## src/design/wsd_pkg.sv

```systemverilog
// ----------------------------------------------------------------------------
// wsd_pkg
// Shared types and constants of the WebSocket frame deframer.
// ----------------------------------------------------------------------------
package wsd_pkg;

  localparam int unsigned LenWidth = 64;

  localparam logic [7:0] HdrRsvMask  = 8'h70;
  localparam logic [6:0] LenExt16    = 7'd126;
  localparam logic [6:0] LenExt64    = 7'd127;
  localparam logic [2:0] Ext16Bytes  = 3'd2;
  localparam logic [2:0] Ext64Wrap   = 3'd0;
  localparam logic [2:0] MaskKeyLen  = 3'd4;

  typedef enum logic [2:0] {
    PhHdr1,
    PhHdr2,
    PhExt16,
    PhExt64,
    PhMask,
    PhData
  } phase_e;

  typedef struct packed {
    logic [7:0] payload_byte;
    logic       byte_valid;
    logic       frame_last;
    logic [3:0] frame_opcode;
    logic       fin_flag;
    logic       protocol_error;
  } wsd_res_t;

  typedef struct packed {
    logic err_seen;
    logic in_payload;
  } wsd_stat_t;

endpackage

```

## src/design/websocket_frame_deframer.sv

```systemverilog
// Stages: input register, parser logic, result register with a skid entry, so a stalled
// output holds two results. Throughput: one byte per cycle while not stalled.
// Header, length and mask key bytes give only error items and empty-frame end items.
// Reset: parser returns to the first header byte, fin 1, opcode 0, error cleared.
// A reserved-bit error is sticky: all later bytes are dropped until reset.
// ----------------------------------------------------------------------------
// websocket_frame_deframer
// Streams WebSocket frame payload bytes, unmasked, with end-of-frame marking.
// ----------------------------------------------------------------------------
module websocket_frame_deframer import wsd_pkg::*; (
  input  logic        clk_i,
  input  logic        rst_ni,
  input  logic        s_axis_tvalid_i,
  output logic        s_axis_tready_o,
  input  logic [7:0]  s_axis_tdata_i,   // [7:0] in_byte
  output logic        m_axis_tvalid_o,
  input  logic        m_axis_tready_i,
  output logic [15:0] m_axis_tdata_o,   // [7:0] payload_byte, [11:8] frame_opcode,
                                        // [12] fin_flag, [15:13] zero
  output logic [1:0]  m_axis_tuser_o,   // [0] byte_valid, [1] protocol_error
  output logic        m_axis_tlast_o    // frame_last
);

  logic      in_vld;
  logic [7:0] in_byte;
  logic      take;
  logic      push;
  logic      out_rdy;
  wsd_res_t  res;
  wsd_res_t  m_res;
  wsd_stat_t stat;

  assign take = in_vld && out_rdy;

  wsd_in_stage u_in (
    .clk_i     (clk_i),
    .rst_ni    (rst_ni),
    .s_valid_i (s_axis_tvalid_i),
    .s_ready_o (s_axis_tready_o),
    .s_byte_i  (s_axis_tdata_i),
    .vld_o     (in_vld),
    .byte_o    (in_byte),
    .take_i    (take)
  );

  wsd_parser u_parser (
    .clk_i  (clk_i),
    .rst_ni (rst_ni),
    .take_i (take),
    .byte_i (in_byte),
    .push_o (push),
    .res_o  (res),
    .stat_o (stat)
  );

  wsd_out_skid u_out (
    .clk_i     (clk_i),
    .rst_ni    (rst_ni),
    .push_i    (push),
    .res_i     (res),
    .rdy_o     (out_rdy),
    .m_valid_o (m_axis_tvalid_o),
    .m_ready_i (m_axis_tready_i),
    .m_res_o   (m_res)
  );

  assign m_axis_tdata_o = {3'b000, m_res.fin_flag, m_res.frame_opcode, m_res.payload_byte};
  assign m_axis_tuser_o = {m_res.protocol_error, m_res.byte_valid};
  assign m_axis_tlast_o = m_res.frame_last;

  a_push_has_room: assert property (@(posedge clk_i) disable iff (!rst_ni)
    push |-> out_rdy)
    else $error("result pushed while output stage full");

  a_no_push_after_err: assert property (@(posedge clk_i) disable iff (!rst_ni)
    stat.err_seen |-> !push)
    else $error("result produced after protocol error");

  a_err_item_empty: assert property (@(posedge clk_i) disable iff (!rst_ni)
    (m_axis_tvalid_o && m_axis_tuser_o[1]) |-> (!m_axis_tuser_o[0] && !m_axis_tlast_o))
    else $error("error item carries data or frame end");

  a_data_only_in_payload: assert property (@(posedge clk_i) disable iff (!rst_ni)
    (push && res.byte_valid) |-> stat.in_payload)
    else $error("payload byte outside payload phase");

endmodule

```

## src/design/wsd_in_stage.sv

```systemverilog
// ----------------------------------------------------------------------------
// wsd_in_stage
// Input register: holds one stream byte until the parser takes it.
// ----------------------------------------------------------------------------
module wsd_in_stage import wsd_pkg::*; (
  input  logic       clk_i,
  input  logic       rst_ni,
  input  logic       s_valid_i,
  output logic       s_ready_o,
  input  logic [7:0] s_byte_i,
  output logic       vld_o,
  output logic [7:0] byte_o,
  input  logic       take_i
);

  logic       vld_q, vld_d;
  logic [7:0] byte_q;

  assign s_ready_o = !vld_q || take_i;
  assign vld_d     = s_ready_o ? s_valid_i : vld_q;

  always_ff @(posedge clk_i or negedge rst_ni) begin
    if (!rst_ni) begin
      vld_q <= 1'b0;
    end else begin
      vld_q <= vld_d;
    end
  end

  always_ff @(posedge clk_i) begin
    if (s_ready_o && s_valid_i) begin
      byte_q <= s_byte_i;
    end
  end

  assign vld_o  = vld_q;
  assign byte_o = byte_q;

endmodule

```

## src/design/wsd_parser.sv

```systemverilog
// ----------------------------------------------------------------------------
// wsd_parser
// Frame header decode, length and mask key capture, payload unmasking.
// ----------------------------------------------------------------------------
module wsd_parser import wsd_pkg::*; (
  input  logic       clk_i,
  input  logic       rst_ni,
  input  logic       take_i,
  input  logic [7:0] byte_i,
  output logic       push_o,
  output wsd_res_t   res_o,
  output wsd_stat_t  stat_o
);

  phase_e                phase_q, phase_d;
  logic                  fin_q, fin_d;
  logic [3:0]            opcode_q, opcode_d;
  logic                  mask_q, mask_d;
  logic [LenWidth-1:0]   len_q, len_d;
  logic [LenWidth-1:0]   done_q, done_d;
  logic [2:0]            hc_q, hc_d;
  logic [31:0]           key_q, key_d;
  logic                  err_q, err_d;

  logic                  act;
  logic [6:0]            len7;
  logic [2:0]            hc_inc;
  logic [LenWidth-1:0]   len_shift;
  logic [LenWidth-1:0]   len_chk;
  logic [LenWidth-1:0]   done_inc;
  logic                  mask_chk;
  logic                  is_ext;
  logic                  hdr_done;
  logic                  hdr_err;
  logic                  empty_end;
  logic                  data_last;
  logic [7:0]            key_byte;

  assign act       = take_i && !err_q;
  assign len7      = byte_i[6:0];
  assign hc_inc    = hc_q + 3'd1;
  assign len_shift = {len_q[LenWidth-9:0], byte_i};
  assign done_inc  = done_q + {{(LenWidth-1){1'b0}}, 1'b1};
  assign is_ext    = (len7 == LenExt16) || (len7 == LenExt64);
  assign hdr_err   = act && (phase_q == PhHdr1) && (|(byte_i & HdrRsvMask));

  assign hdr_done = act && (((phase_q == PhHdr2) && !is_ext) ||
                            ((phase_q == PhExt16) && (hc_inc == Ext16Bytes)) ||
                            ((phase_q == PhExt64) && (hc_inc == Ext64Wrap)));
  assign len_chk  = (phase_q == PhHdr2) ? {{(LenWidth-7){1'b0}}, len7} : len_shift;
  assign mask_chk = (phase_q == PhHdr2) ? byte_i[7] : mask_q;

  assign empty_end = (hdr_done && !mask_chk && (len_chk == '0)) ||
                     (act && (phase_q == PhMask) && (hc_inc == MaskKeyLen) && (len_q == '0));
  assign data_last = act && (phase_q == PhData) && (done_inc == len_q);

  always_comb begin
    case (done_q[1:0])
      2'd0:    key_byte = key_q[31:24];
      2'd1:    key_byte = key_q[23:16];
      2'd2:    key_byte = key_q[15:8];
      default: key_byte = key_q[7:0];
    endcase
  end

  // next state
  always_comb begin
    phase_d  = phase_q;
    fin_d    = fin_q;
    opcode_d = opcode_q;
    mask_d   = mask_q;
    len_d    = len_q;
    done_d   = done_q;
    hc_d     = hc_q;
    key_d    = key_q;
    err_d    = err_q;
    if (act) begin
      unique case (phase_q)
        PhHdr1: begin
          fin_d    = byte_i[7];
          opcode_d = byte_i[3:0];
          if (hdr_err) begin
            err_d = 1'b1;
          end else begin
            phase_d = PhHdr2;
          end
        end
        PhHdr2: begin
          mask_d = byte_i[7];
          hc_d   = '0;
          if (len7 == LenExt16) begin
            len_d   = '0;
            phase_d = PhExt16;
          end else if (len7 == LenExt64) begin
            len_d   = '0;
            phase_d = PhExt64;
          end else begin
            len_d = len_chk;
          end
        end
        PhExt16, PhExt64: begin
          len_d = len_shift;
          hc_d  = hc_inc;
        end
        PhMask: begin
          key_d = {key_q[23:0], byte_i};
          hc_d  = hc_inc;
          if (hc_inc == MaskKeyLen) begin
            hc_d    = '0;
            phase_d = PhData;
          end
        end
        PhData: begin
          done_d = done_inc;
        end
        default: begin
          phase_d = PhHdr1;
          mask_d  = 1'b0;
          len_d   = '0;
          done_d  = '0;
          hc_d    = '0;
          key_d   = '0;
        end
      endcase
      if (hdr_done) begin
        hc_d    = '0;
        done_d  = '0;
        phase_d = mask_chk ? PhMask : PhData;
      end
      if (empty_end || data_last) begin
        phase_d = PhHdr1;
        mask_d  = 1'b0;
        len_d   = '0;
        done_d  = '0;
        hc_d    = '0;
        key_d   = '0;
      end
    end
  end

  // outputs
  always_comb begin
    push_o                = hdr_err || empty_end || (act && (phase_q == PhData));
    res_o                 = '0;
    res_o.frame_opcode    = opcode_q;
    res_o.fin_flag        = fin_q;
    if (hdr_err) begin
      res_o.frame_opcode   = byte_i[3:0];
      res_o.fin_flag       = byte_i[7];
      res_o.protocol_error = 1'b1;
    end else if (empty_end) begin
      res_o.frame_last = 1'b1;
    end else begin
      res_o.payload_byte = byte_i ^ (mask_q ? key_byte : 8'h00);
      res_o.byte_valid   = 1'b1;
      res_o.frame_last   = data_last;
    end
  end

  assign stat_o.err_seen   = err_q;
  assign stat_o.in_payload = (phase_q == PhData);

  always_ff @(posedge clk_i or negedge rst_ni) begin
    if (!rst_ni) begin
      phase_q  <= PhHdr1;
      fin_q    <= 1'b1;
      opcode_q <= '0;
      mask_q   <= 1'b0;
      len_q    <= '0;
      done_q   <= '0;
      hc_q     <= '0;
      key_q    <= '0;
      err_q    <= 1'b0;
    end else begin
      phase_q  <= phase_d;
      fin_q    <= fin_d;
      opcode_q <= opcode_d;
      mask_q   <= mask_d;
      len_q    <= len_d;
      done_q   <= done_d;
      hc_q     <= hc_d;
      key_q    <= key_d;
      err_q    <= err_d;
    end
  end

endmodule

```

## src/design/wsd_out_skid.sv

```systemverilog
// ----------------------------------------------------------------------------
// wsd_out_skid
// Result register with a skid entry; ready toward the parser is registered.
// ----------------------------------------------------------------------------
module wsd_out_skid import wsd_pkg::*; (
  input  logic     clk_i,
  input  logic     rst_ni,
  input  logic     push_i,
  input  wsd_res_t res_i,
  output logic     rdy_o,
  output logic     m_valid_o,
  input  logic     m_ready_i,
  output wsd_res_t m_res_o
);

  logic     out_vld_q, out_vld_d;
  logic     skid_vld_q, skid_vld_d;
  wsd_res_t out_q, out_d;
  wsd_res_t skid_q, skid_d;
  logic     load;

  assign load  = !out_vld_q || m_ready_i;
  assign rdy_o = !skid_vld_q;

  always_comb begin
    out_vld_d  = out_vld_q;
    skid_vld_d = skid_vld_q;
    out_d      = out_q;
    skid_d     = skid_q;
    if (load) begin
      if (skid_vld_q) begin
        out_d      = skid_q;
        out_vld_d  = 1'b1;
        skid_vld_d = 1'b0;
      end else begin
        out_d     = res_i;
        out_vld_d = push_i;
      end
    end else if (push_i) begin
      skid_d     = res_i;
      skid_vld_d = 1'b1;
    end
  end

  always_ff @(posedge clk_i or negedge rst_ni) begin
    if (!rst_ni) begin
      out_vld_q  <= 1'b0;
      skid_vld_q <= 1'b0;
    end else begin
      out_vld_q  <= out_vld_d;
      skid_vld_q <= skid_vld_d;
    end
  end

  always_ff @(posedge clk_i) begin
    out_q  <= out_d;
    skid_q <= skid_d;
  end

  assign m_valid_o = out_vld_q;
  assign m_res_o   = out_q;

endmodule

```

## config.mk

```make
export PLATFORM = sky130hd
export DESIGN_NAME = websocket_frame_deframer
export DESIGN_NICKNAME = d
export VERILOG_FILES = /design/src/design/wsd_pkg.sv /design/src/design/websocket_frame_deframer.sv /design/src/design/wsd_in_stage.sv /design/src/design/wsd_parser.sv /design/src/design/wsd_out_skid.sv
export SDC_FILE = /design/constraint.sdc
export NUM_CORES = 1
export LEC_CHECK = 0
export ABC_CLOCK_PERIOD_IN_PS = 4000
export BUFFER_PORTS_ARGS = -buffer_cell sky130_fd_sc_hd__buf_4
export CAP_MARGIN = 40
export CORE_MARGIN = 2
export CORE_UTILIZATION = 32
export DETAILED_ROUTE_END_ITERATION = 7
export GPL_TIMING_DRIVEN = 0
export SYNTH_ARGS = -nofsm -noshare
export SYNTH_HDL_FRONTEND = slang
export SYNTH_SLANG_ARGS = --single-unit
```

## constraint.sdc

```tcl
create_clock -name clk_i -period 4 [get_ports clk_i]
set_input_delay 0.2 -clock clk_i [delete_from_list [all_inputs] [get_ports clk_i]]
set_output_delay 0.2 -clock clk_i [all_outputs]
set_load 0.01 [all_outputs]
```

==> impl_metrics.toml <==
[detailed_routing]
drc = 0
via_per_inst = 6.153
routed_wl_mm = 53.28
drtIter0Drc = 1763
post_drt_wl_per_cell_um = 25.81
num_vias = 12699
ant_nets = 0
firstDrtPassIters = 6

[global_route]
grt_start_max_net_pins = 121
grt_pass1_wl_mm = 79.22
grtUsageTotal = 0.2418
grt_pass1_vias = 11971
antenna_found_initial = 0
grt_overflow = 0

[timing]
finalHoldViolations = 0
clock.fmax_mhz = 247.1
timing.final.crit_share = 1.012
rsz0062_at_grt = "yes"
clock_skew_ps = 25.51
setup_ws_ps = -46.39
slew_headroom = 0.3994
setup_violations = 64
hold_ws_ps = 132.3
tightest_slew_ps = 891.5
min_period_ps = 4046
slew_violations = 0

[finish]
layout_commonest_cell = "dfrtp_1"
drive_gt1_frac = 0.1841
diodes = 0
finalInstanceArea_sq_um = 16160
fillerInstances = 4069
nets = 1531
layout_common_cells = "dfrtp_1 (172), nand2_1 (108), a32o_1 (90), buf_4 (81), nand4_1 (75)"
final_cells = 2064
post-route-util = 0.3966
syn_to_final_growth_pct = 22.42

[placement]
dpl.cell_count = 1967
hpwl_mm = 38.27
portBuffers = 29
placed_area_sq_um = 14250
place_congestion = 0.9528

[floorplan]
dieArea_sq_um = 42880
initial_utilization = 0.3240
die_w_um = 207.1
die_y_um = 207.1
coreArea_sq_um = 40740
ios = 33
num_rows = 74

[setup_path]
startpoint_type = "register"
worstPathMaxFanout = 10
timing.rr.start = "u_in.vld_o$_DFFE_PN0N_"
crit_arrival_ps = 4490
slowest_stage = "nor3b_1"
path_cells = "nor3b_1 > nand4_1 > nor3_1 > o21ai_0 > nor4_1 > nand4_1 > nor4_4 > and2_4 > buf_6 > o31ai_4 > buf_12 > buf_6 > a32o_1"
cp_top_family = "simple AND/OR/NAND/NOR gates"
path_buf_inv = 3
critical_path_required_ps = 4450
slowest_delay_ps = 760
endpoint_kind = "register"
path_class = "reg2reg"
cp-startpoint = "u_in.vld_o$_DFFE_PN0N_"

[clocking]
cts.sinks = 216
clkTransAtPathRegs_ps = 60
root_buffer = "clkbuf_16"
clk_latency_ps = 580
cts_tree = "yes"
h-tree-depth = 1
cts_buffer_depth = 3
cts_made_buffers = 27

[outcome]
status = "complete, but fails checks"
failed_checks = "negative setup slack"

[synth]
synth_warnings = 0
ys.flop_type = "dfrtp_1"
synth-seq-cells = 216
synthCells = 1392
ys_types = 89
synth_edf_count = 40
yosysSeqAreaShare = 0.4248
synth.avg_cell_area_sq_um = 9.481
async_reset_ff_frac = 0.8148
synth_area_sq_um = 13200

[power_and_ir_drop]
power_leakage_nw = 6.536
power.density_nw_per_um2 = 340.2
ir_drop_v = 0.0002928

[hold_path]
min_path_type = "in2reg"
hp-start = "m_axis_tready_i"

[run]
max_cap_viol_count = 0
==> per-stage QoR <==
step	power, mW	setup TNS (ps)	worst slack (ps)
floorplan	2.587	0	529.5
finish	5.497	-1805	-46.39
detailed placement	2.761	-98140	-1076
CTS	5.516	0	0.8722
global placement	2.747	-156070	-1568
global route	5.658	-46.53	-11.95
==> Yosys cell counts (all sizes together), types with 10 or more instances <==
master,count,share of area
dfrtp,175,0.33
nand2,109,0.031
a32o,90,0.068
nand4,80,0.042
clkbuf,74,0.021
a21oi,67,0.025
o21ai,66,0.025
inv,63,0.018
nor4,58,0.032
nor2,57,0.016
xnor2,57,0.038
buf,49,0.023
nand3,43,0.017
xor2,42,0.028
edfxtp,40,0.091
nor3,30,0.013
or4,29,0.016
and4,23,0.015
a31oi,16,0.0076
and3,16,0.0076
o31ai,16,0.011
o22ai,14,0.0066
or3,13,0.0062
mux2,12,0.010
o211ai,12,0.0068
and2,10,0.0049
==> final cells by class <==
type	count	area, sq um	area share
flip-flops and latches	216	5610	0.3472
inverters	64	240.2	0.01487
clock buffers	36	770.7	0.04770
plain buffers	116	599.3	0.03709
repair buffers	96	833.3	0.05158
clock inverters	13	224.0	0.01386
multi-input cells	991	7213	0.4465
well taps	532	665.6	0.04120
==> logic make-up (layout without fill, tap and decap cells) <==
logic type	count (synthesis)	in the layout	share of synthesized area
and+or+nand+nor	502	502	0.2220
AOI/OAI and AO/OA	360	360	0.2023
xor gates and xnor gates	99	99	0.06570
DFF	216	216	0.4248
other	1	3	0.0002841
muxes	20	20	0.01631
buffers and inverters	187	325	0.06191
adders and majority gates	7	7	0.006636
==> power breakdown <==
part	switching (mW)	total (mW)	leakage [nW]	internal, mW
logic	0.214	0.373	3.27	0.160
clock network	1.06	2.75	0.476	1.69
registers	0.0825	2.38	2.79	2.29
==> sequential cells by signal, summed over array words and instances (netlist names) <==
signal,flops
u_out.m_valid_o,1
u_parser.err_q,1
u_out.skid_vld_q,1
u_parser.done_q,64
u_parser.mask_q,1
u_parser.len_q,64
u_parser.hc_q,3
u_parser.key_q,32
u_parser.fin_q,1
u_out.m_res_o,16
u_out.skid_q,16
u_in.byte_o,8
u_parser.phase_q,3
u_in.vld_o,1
u_parser.opcode_q,4
==> worst register-to-register path: stages, from the launching register on <==
cell and delay (ps):
dfrtp_1 400, nor3b_1 760, nand4_1 350, nor3_1 400, o21ai_0 140, nor4_1 390, nand4_1 230, nor4_4 270
and2_4 200, buf_6 160, o31ai_4 80, buf_12 200, buf_6 140, a32o_1 210
==> final timing paths <==
| check | cells after the start | end | slack, ps |
|---|---|---|---|
| max | 13 | u_parser.len_q[58]$_DFFE_PN0P_ | -50 |
| min | 4 | u_out.skid_vld_q$_DFFE_PN0P_ | 130 |
| min in group asynchronous | 2 | u_parser.done_q[48]$_DFFE_PN0P_ | 170 |
| max in group asynchronous | 3 | u_parser.done_q[0]$_DFFE_PN0P_ | 2860 |
| max reg2reg | 13 | u_parser.len_q[58]$_DFFE_PN0P_ | -50 |
| min reg2reg | 1 | u_parser.key_q[28]$_DFFE_PN0P_ | 490 |
==> timing repair <==
item | CTS | global route
buffers inserted | 26 | 19
resized for setup | 54 | 50
endpoints found under the hold margin | 65 | 0
hold buffers | 10 | 0
pin swaps | 15 | 17
cloned | 0 | 0
endpoints found under the setup margin | 168 | 170
==> layer usage <==
metal	track usage	vias up	part of all wire
li1	-	5616	-
met1	0.3398	6262	0.43
met2	0.3643	679	0.43
met3	0.05306	142	0.099
met4	0.08941	0	0.040
met5	0	-	0
Note: power is estimated with default switching activity, not from simulation.
